### src/hdl/ctip_pkg.sv
// Package for the calibration table interpolator.
// Holds the transaction types, the table entry type and the operation and status codes.
// No dependencies.
package ctip_pkg;

    localparam int TABLE_DEPTH_DEF = 16;

    localparam logic [1:0] KIND_CLEAR = 2'd0;
    localparam logic [1:0] KIND_LOAD  = 2'd1;
    localparam logic [1:0] KIND_QUERY = 2'd2;
    localparam logic [1:0] KIND_SPARE = 2'd3;

    localparam logic [1:0] ST_DONE   = 2'd0;
    localparam logic [1:0] ST_FULL   = 2'd1;
    localparam logic [1:0] ST_IGNORE = 2'd2;
    localparam logic [1:0] ST_QUERY  = 2'd3;

    typedef struct packed {
        logic [1:0]         kind;
        logic               table_sel;
        logic [15:0]        focal;
        logic [11:0]        aperture;
        logic signed [23:0] coef_a;
        logic signed [23:0] coef_b;
        logic signed [23:0] coef_c;
    } ctip_req_t;

    typedef struct packed {
        logic [1:0]         status;
        logic               dist_valid;
        logic signed [23:0] dist_a;
        logic signed [23:0] dist_b;
        logic signed [23:0] dist_c;
        logic               vig_valid;
        logic signed [23:0] vig_k1;
        logic signed [23:0] vig_k2;
        logic signed [23:0] vig_k3;
    } ctip_rsp_t;

    typedef struct packed {
        logic [15:0]       focal;
        logic [11:0]       aperture;
        logic [2:0][23:0]  coef;
    } ctip_entry_t;

    typedef struct packed {
        logic [15:0]      x;
        logic [15:0]      lo_f;
        logic [15:0]      hi_f;
        logic [2:0][23:0] lo_c;
        logic [2:0][23:0] hi_c;
    } ctip_ireq_t;

endpackage

### src/hdl/ctip_interp.sv
// Interpolation unit: a restoring divider for the Q1.16 weight and one shared multiplier.
// Depends on ctip_pkg.
module ctip_interp (
    input  logic                clk,
    input  logic                rst_n,
    input  logic                start,
    input  ctip_pkg::ctip_ireq_t ireq,
    output logic                done,
    output logic [2:0][23:0]    coef
);
    import ctip_pkg::*;

    localparam logic [1:0] I_IDLE = 2'd0;
    localparam logic [1:0] I_DIV  = 2'd1;
    localparam logic [1:0] I_MUL  = 2'd2;
    localparam logic [1:0] I_ADD  = 2'd3;

    logic [1:0]         st_reg, st_next;
    ctip_ireq_t         req_reg, req_next;
    logic [15:0]        rem_reg, rem_next;
    logic [16:0]        q_reg, q_next;
    logic [3:0]         cnt_reg, cnt_next;
    logic [1:0]         j_reg, j_next;
    logic signed [41:0] prod_reg, prod_next;
    logic [2:0][23:0]   out_reg, out_next;
    logic               done_reg, done_next;

    logic [16:0]        shifted;
    logic signed [24:0] diff;
    logic signed [24:0] sum;

    assign shifted = {rem_reg, 1'b0};
    assign diff = $signed({req_reg.hi_c[j_reg][23], req_reg.hi_c[j_reg]})
                - $signed({req_reg.lo_c[j_reg][23], req_reg.lo_c[j_reg]});
    assign sum = $signed({req_reg.lo_c[j_reg][23], req_reg.lo_c[j_reg]})
               + $signed(prod_reg[40:16]);

    always_comb
    begin
        st_next   = st_reg;
        req_next  = req_reg;
        rem_next  = rem_reg;
        q_next    = q_reg;
        cnt_next  = cnt_reg;
        j_next    = j_reg;
        prod_next = prod_reg;
        out_next  = out_reg;
        done_next = 1'b0;
        unique case (st_reg)
            I_IDLE:
            begin
                if (start)
                begin
                    req_next = ireq;
                    if (ireq.x == ireq.hi_f)
                    begin
                        rem_next = '0;
                        q_next   = 17'd1;
                    end
                    else
                    begin
                        rem_next = ireq.x - ireq.lo_f;
                        q_next   = '0;
                    end
                    cnt_next = '0;
                    st_next  = I_DIV;
                end
            end
            I_DIV:
            begin
                if (shifted >= {1'b0, req_reg.hi_f - req_reg.lo_f})
                begin
                    rem_next = 16'(shifted - {1'b0, req_reg.hi_f - req_reg.lo_f});
                    q_next   = {q_reg[15:0], 1'b1};
                end
                else
                begin
                    rem_next = shifted[15:0];
                    q_next   = {q_reg[15:0], 1'b0};
                end
                cnt_next = cnt_reg + 4'd1;
                if (cnt_reg == 4'd15)
                begin
                    j_next  = '0;
                    st_next = I_MUL;
                end
            end
            I_MUL:
            begin
                prod_next = 42'($signed({1'b0, q_reg}) * diff);
                st_next   = I_ADD;
            end
            I_ADD:
            begin
                out_next[j_reg] = sum[23:0];
                if (j_reg == 2'd2)
                begin
                    done_next = 1'b1;
                    st_next   = I_IDLE;
                end
                else
                begin
                    j_next  = j_reg + 2'd1;
                    st_next = I_MUL;
                end
            end
            default: st_next = I_IDLE;
        endcase
    end

    always_ff @(posedge clk or negedge rst_n)
    begin
        if (!rst_n)
        begin
            st_reg   <= I_IDLE;
            done_reg <= 1'b0;
        end
        else
        begin
            st_reg   <= st_next;
            done_reg <= done_next;
        end
    end

    always_ff @(posedge clk)
    begin
        req_reg  <= req_next;
        rem_reg  <= rem_next;
        q_reg    <= q_next;
        cnt_reg  <= cnt_next;
        j_reg    <= j_next;
        prod_reg <= prod_next;
        out_reg  <= out_next;
    end

    assign done = done_reg;
    assign coef = out_reg;

endmodule
### config.mk
export PLATFORM = sky130hd
export DESIGN_NAME = ctip_interp
export DESIGN_NICKNAME = d
export VERILOG_FILES = /design/src/hdl/ctip_pkg.sv /design/src/hdl/ctip_interp.sv
export SDC_FILE = /design/constraint.sdc
export NUM_CORES = 2
export LEC_CHECK = 0
export BUFFER_PORTS_ARGS = -buffer_cell sky130_fd_sc_hd__buf_4
export CAP_MARGIN = 20
export CORE_ASPECT_RATIO = 1.5
export CORE_MARGIN = 4
export CORE_UTILIZATION = 35
export DETAILED_ROUTE_END_ITERATION = 16
export PLACE_DENSITY_LB_ADDON = 0.15
export SLEW_MARGIN = 20
export SYNTH_ARGS = -nofsm -noshare
export SYNTH_HDL_FRONTEND = slang
export SYNTH_SLANG_ARGS = --single-unit
### constraint.sdc
create_clock -name clk -period 45.7 [get_ports clk]
set_input_delay 0 -clock clk [delete_from_list [all_inputs] [get_ports clk]]
set_output_delay 0 -clock clk [all_outputs]
set_load 0.01 [all_outputs]
==> summary.md <==
| Metric | Value |
|---|---|
| Die Footprint | `between 80000 and 90000 µm²` |
| Post-CTS setup buffer count | `0` |
| Post-synthesis average cell area | `roughly 11 µm²` |
| Post-DRT Antenna Nets | `0` |
| Share of cells above drive strength 1 | `0.121` |
| Root buf cell | `clkbuf_16` |
| Critical Path Fanout Max | `23` |
| R2R depth | `36` |
| Post-synth ARST share | `0.00955` |
| Starting DRT DRC Count | `963` |
| Clk slew on worst S/H paths | `0.06 ns` |
| CP Depth | `36` |
| Vias in the first global route | `23.6k` |
| DRC Markers | `0` |
| Area of the mapped netlist | `just under 30000 µm²` |
| Syn_nets | `between 3k and 4k` |
| Post-synthesis sequential area ratio | `0.319` |
| Max reg flops | `around 180` |
| Clk_lat worst skew | `roughly 0.57 ns` |
| Hold WC Path Type | `in2reg` |
| Filler instances | `7971` |
| Buf/Inv on CP | `6` |
| Final HPWL DP | `65900 µm` |
| Synth Register Bits | `314` |
| Final Net Count | `between 3k and 4k` |
| Wire per inst | `19.6 µm` |
| Routed met1 length | `29200 µm` |
| Met3 Wirelength | `2730 µm` |
| Fin. Hold Viols | `0` |
| Global route overflow | `0` |
| Worst setup SP type | `flip-flop` |
| Die Y-Extent | `~360 µm` |
| CTS HTree Levels | `2` |
| Setup TNS | `0 ns` |
| Hold Startpoint | `ireq[186]` |
| Fin crit share | `0.225` |
| Top routing layer in use | `met4` |
| Synth cell types | `68` |
| Most frequent cells in the layout | `inv_1, fa_1, edfxtp_1` |
| Vias per cell | `4.81` |
| FF-to-FF Start | `j_reg[1]` |
| CP dominant cell by count | `fa_1` |
| R2R setup slack | `35.42 ns` |
| CP Launch Point | `j_reg[1]` |
| Core Rows | `130` |
| Area grow syn2layout | `22.1%` |
| Core footprint | `83800 µm²` |
| DR pass1 iterations | `4` |
| Clock period minus worst slack | `10.28 ns` |
| Clock sink count | `314` |
| MaxCap Viol Count | `0` |
| Crit. End Element | `flip-flop` |
| Slew HR | `0.244` |
| Initial antenna violation count | `2` |
| Syn Inst Count | `around 2.8k` |
| Top_reg_cell synth | `edfxtp_1` |
| Final WL | `roughly 85000 µm` |
| Final Setup Violations | `0` |
| Pin count of the biggest net entering global routing | `177` |
| Req. time, crit path | `about 46 ns` |
| RSZ-0062 raised after global routing | `false` |
| Setup Skew | `0.0339 ns` |
| CP delay by family, top | `adder cells` |
| FMAX | `97.2 MHz` |
| Slowest-stage cell, CP | `o21ai_0` |
| Total Routing Usage GR | `0.192` |
| Met2 wire length | `between 40000 and 50000 µm` |
| CP peak stage delay | `0.68 ns` |
| Via count | `21.0k` |
| Slew Limit Fails | `0` |
| Outcome | `finished clean` |
| PostCTS Resize Cnt | `0` |
| Worst Max-Slew Pin Slew | `approximately 1.1 ns` |
| Num CTS Buffers | `37` |
| Bufs on Longest Clock Path | `3` |
| Ys Warns | `0` |
| Num ports | `268` |
| # port buffers | `267` |
| Arr. time, crit path | `10.62 ns` |
| CTS tree | `built` |
| GPL Wtd Cong | `0.832` |
| Starting density of the core | `0.352` |
| Critical path class | `reg2reg` |
| Worst hold stages | `4` |
| Die width | `245 µm` |
| Commonest non-fill, non-tap cell in the layout | `inv_1` |
| First-pass GRT wire length | `131000 µm` |
| Post-synth EDFFs | `311` |
worst reg2reg max path: cells and delay by family (launching register included):
family	cells	cell delay, ns
mux	1	0.30
buf+inv	6	0.94
flops	1	0.40
fa+ha+maj	8	3.63
compound gates	10	2.97
xor+xnor	2	0.40
simple gates	9	1.42
synthesized netlist by cell type (6+ instances only):
master | instances | share of area
inv_1 | 559 | 0.071
fa_1 | 399 | 0.27
edfxtp_1 | 311 | 0.32
nand2_1 | 274 | 0.035
and2_1 | 213 | 0.045
ha_1 | 191 | 0.081
nor2_1 | 90 | 0.011
a21oi_1 | 88 | 0.015
o21ai_0 | 78 | 0.013
xnor2_1 | 75 | 0.022
clkbuf_1 | 74 | 0.0094
xor2_1 | 53 | 0.016
mux2i_1 | 50 | 0.017
nor2b_1 | 39 | 0.0083
a21o_1 | 34 | 0.0087
nor3_1 | 25 | 0.0042
nand2b_1 | 20 | 0.0042
and3_1 | 16 | 0.0034
nand3_1 | 14 | 0.0024
nand4_1 | 11 | 0.0023
o21a_1 | 11 | 0.0028
o21bai_1 | 11 | 0.0028
a31oi_1 | 9 | 0.0019
nor4_1 | 9 | 0.0019
a211oi_1 | 7 | 0.0018
or3_1 | 7 | 0.0015
a21boi_0 | 6 | 0.0015
a22oi_1 | 6 | 0.0015
buf_1 | 6 | 0.00076
o221ai_1 | 6 | 0.0018
final cells by class:
class	instances	area, µm²	area share
Clock buffer	45	976	0.0271
Tap cell	1122	1400	0.0390
Clock inverter	20	199	0.00552
Timing Repair Buffer	490	4170	0.116
Multi-Input combinational cell	1809	17800	0.493
Inverter	559	2100	0.0582
Antenna cell	3	7.51	0.000208
Sequential cell	314	9410	0.261
per-stage QoR:
step	std cells	instance area (µm²)	utilization	setup slack, ns	hold WS (ns)
5_1_grt	4361	36000	0.430	34.76	0.0489
3_5_place_dp	4113	33000	0.394	35.42	-0.196
4_1_cts	4358	36000	0.429	35.32	0.0103
6_report	4362	36000	0.430	35.42	0.0373
2_1_floorplan	2767	29500	-	30.08	-0.296
3_3_place_gp	4112	33000	0.394	35.54	-0.200
what timing repair did:
item / CTS / global route
hold buffers: 180 / 0
endpoints found under the hold margin: 182 / 0
setup endpoints to repair: 0 / 0
final timing paths:
| check | endpoint |
|---|---|
| worst max-delay path | prod_reg[29] |
| worst min-delay path | rem_reg[10] |
| worst max register to register | prod_reg[29] |
| worst min register to register | q_reg[6] |
| max in group asynchronous | st_reg[0] |
| min in group asynchronous | st_reg[1] |
kinds of logic (layout without fill, tap and decap cells):
| family | count (synthesis) | after routing | share of synthesized area |
|---|---|---|---|
| simple gates | 730 | 730 | 0.123 |
| xor+xnor | 129 | 129 | 0.0386 |
| other cells | 0 | 3 | 0 |
| fa+ha+maj | 590 | 590 | 0.352 |
| flops | 314 | 314 | 0.319 |
| buf+inv | 644 | 1114 | 0.0824 |
| mux | 50 | 50 | 0.0170 |
| compound gates | 310 | 310 | 0.0682 |
metal layers:
layer	GRT usage	vias up
met4	0.0935	0
met3	0.0202	216
met5	0	-
li1	-	9710
met1	0.195	10500
met2	0.383	515
Power is not shown: default switching activity piles up to over one toggle a cycle in this logic, so the estimate is an artifact.
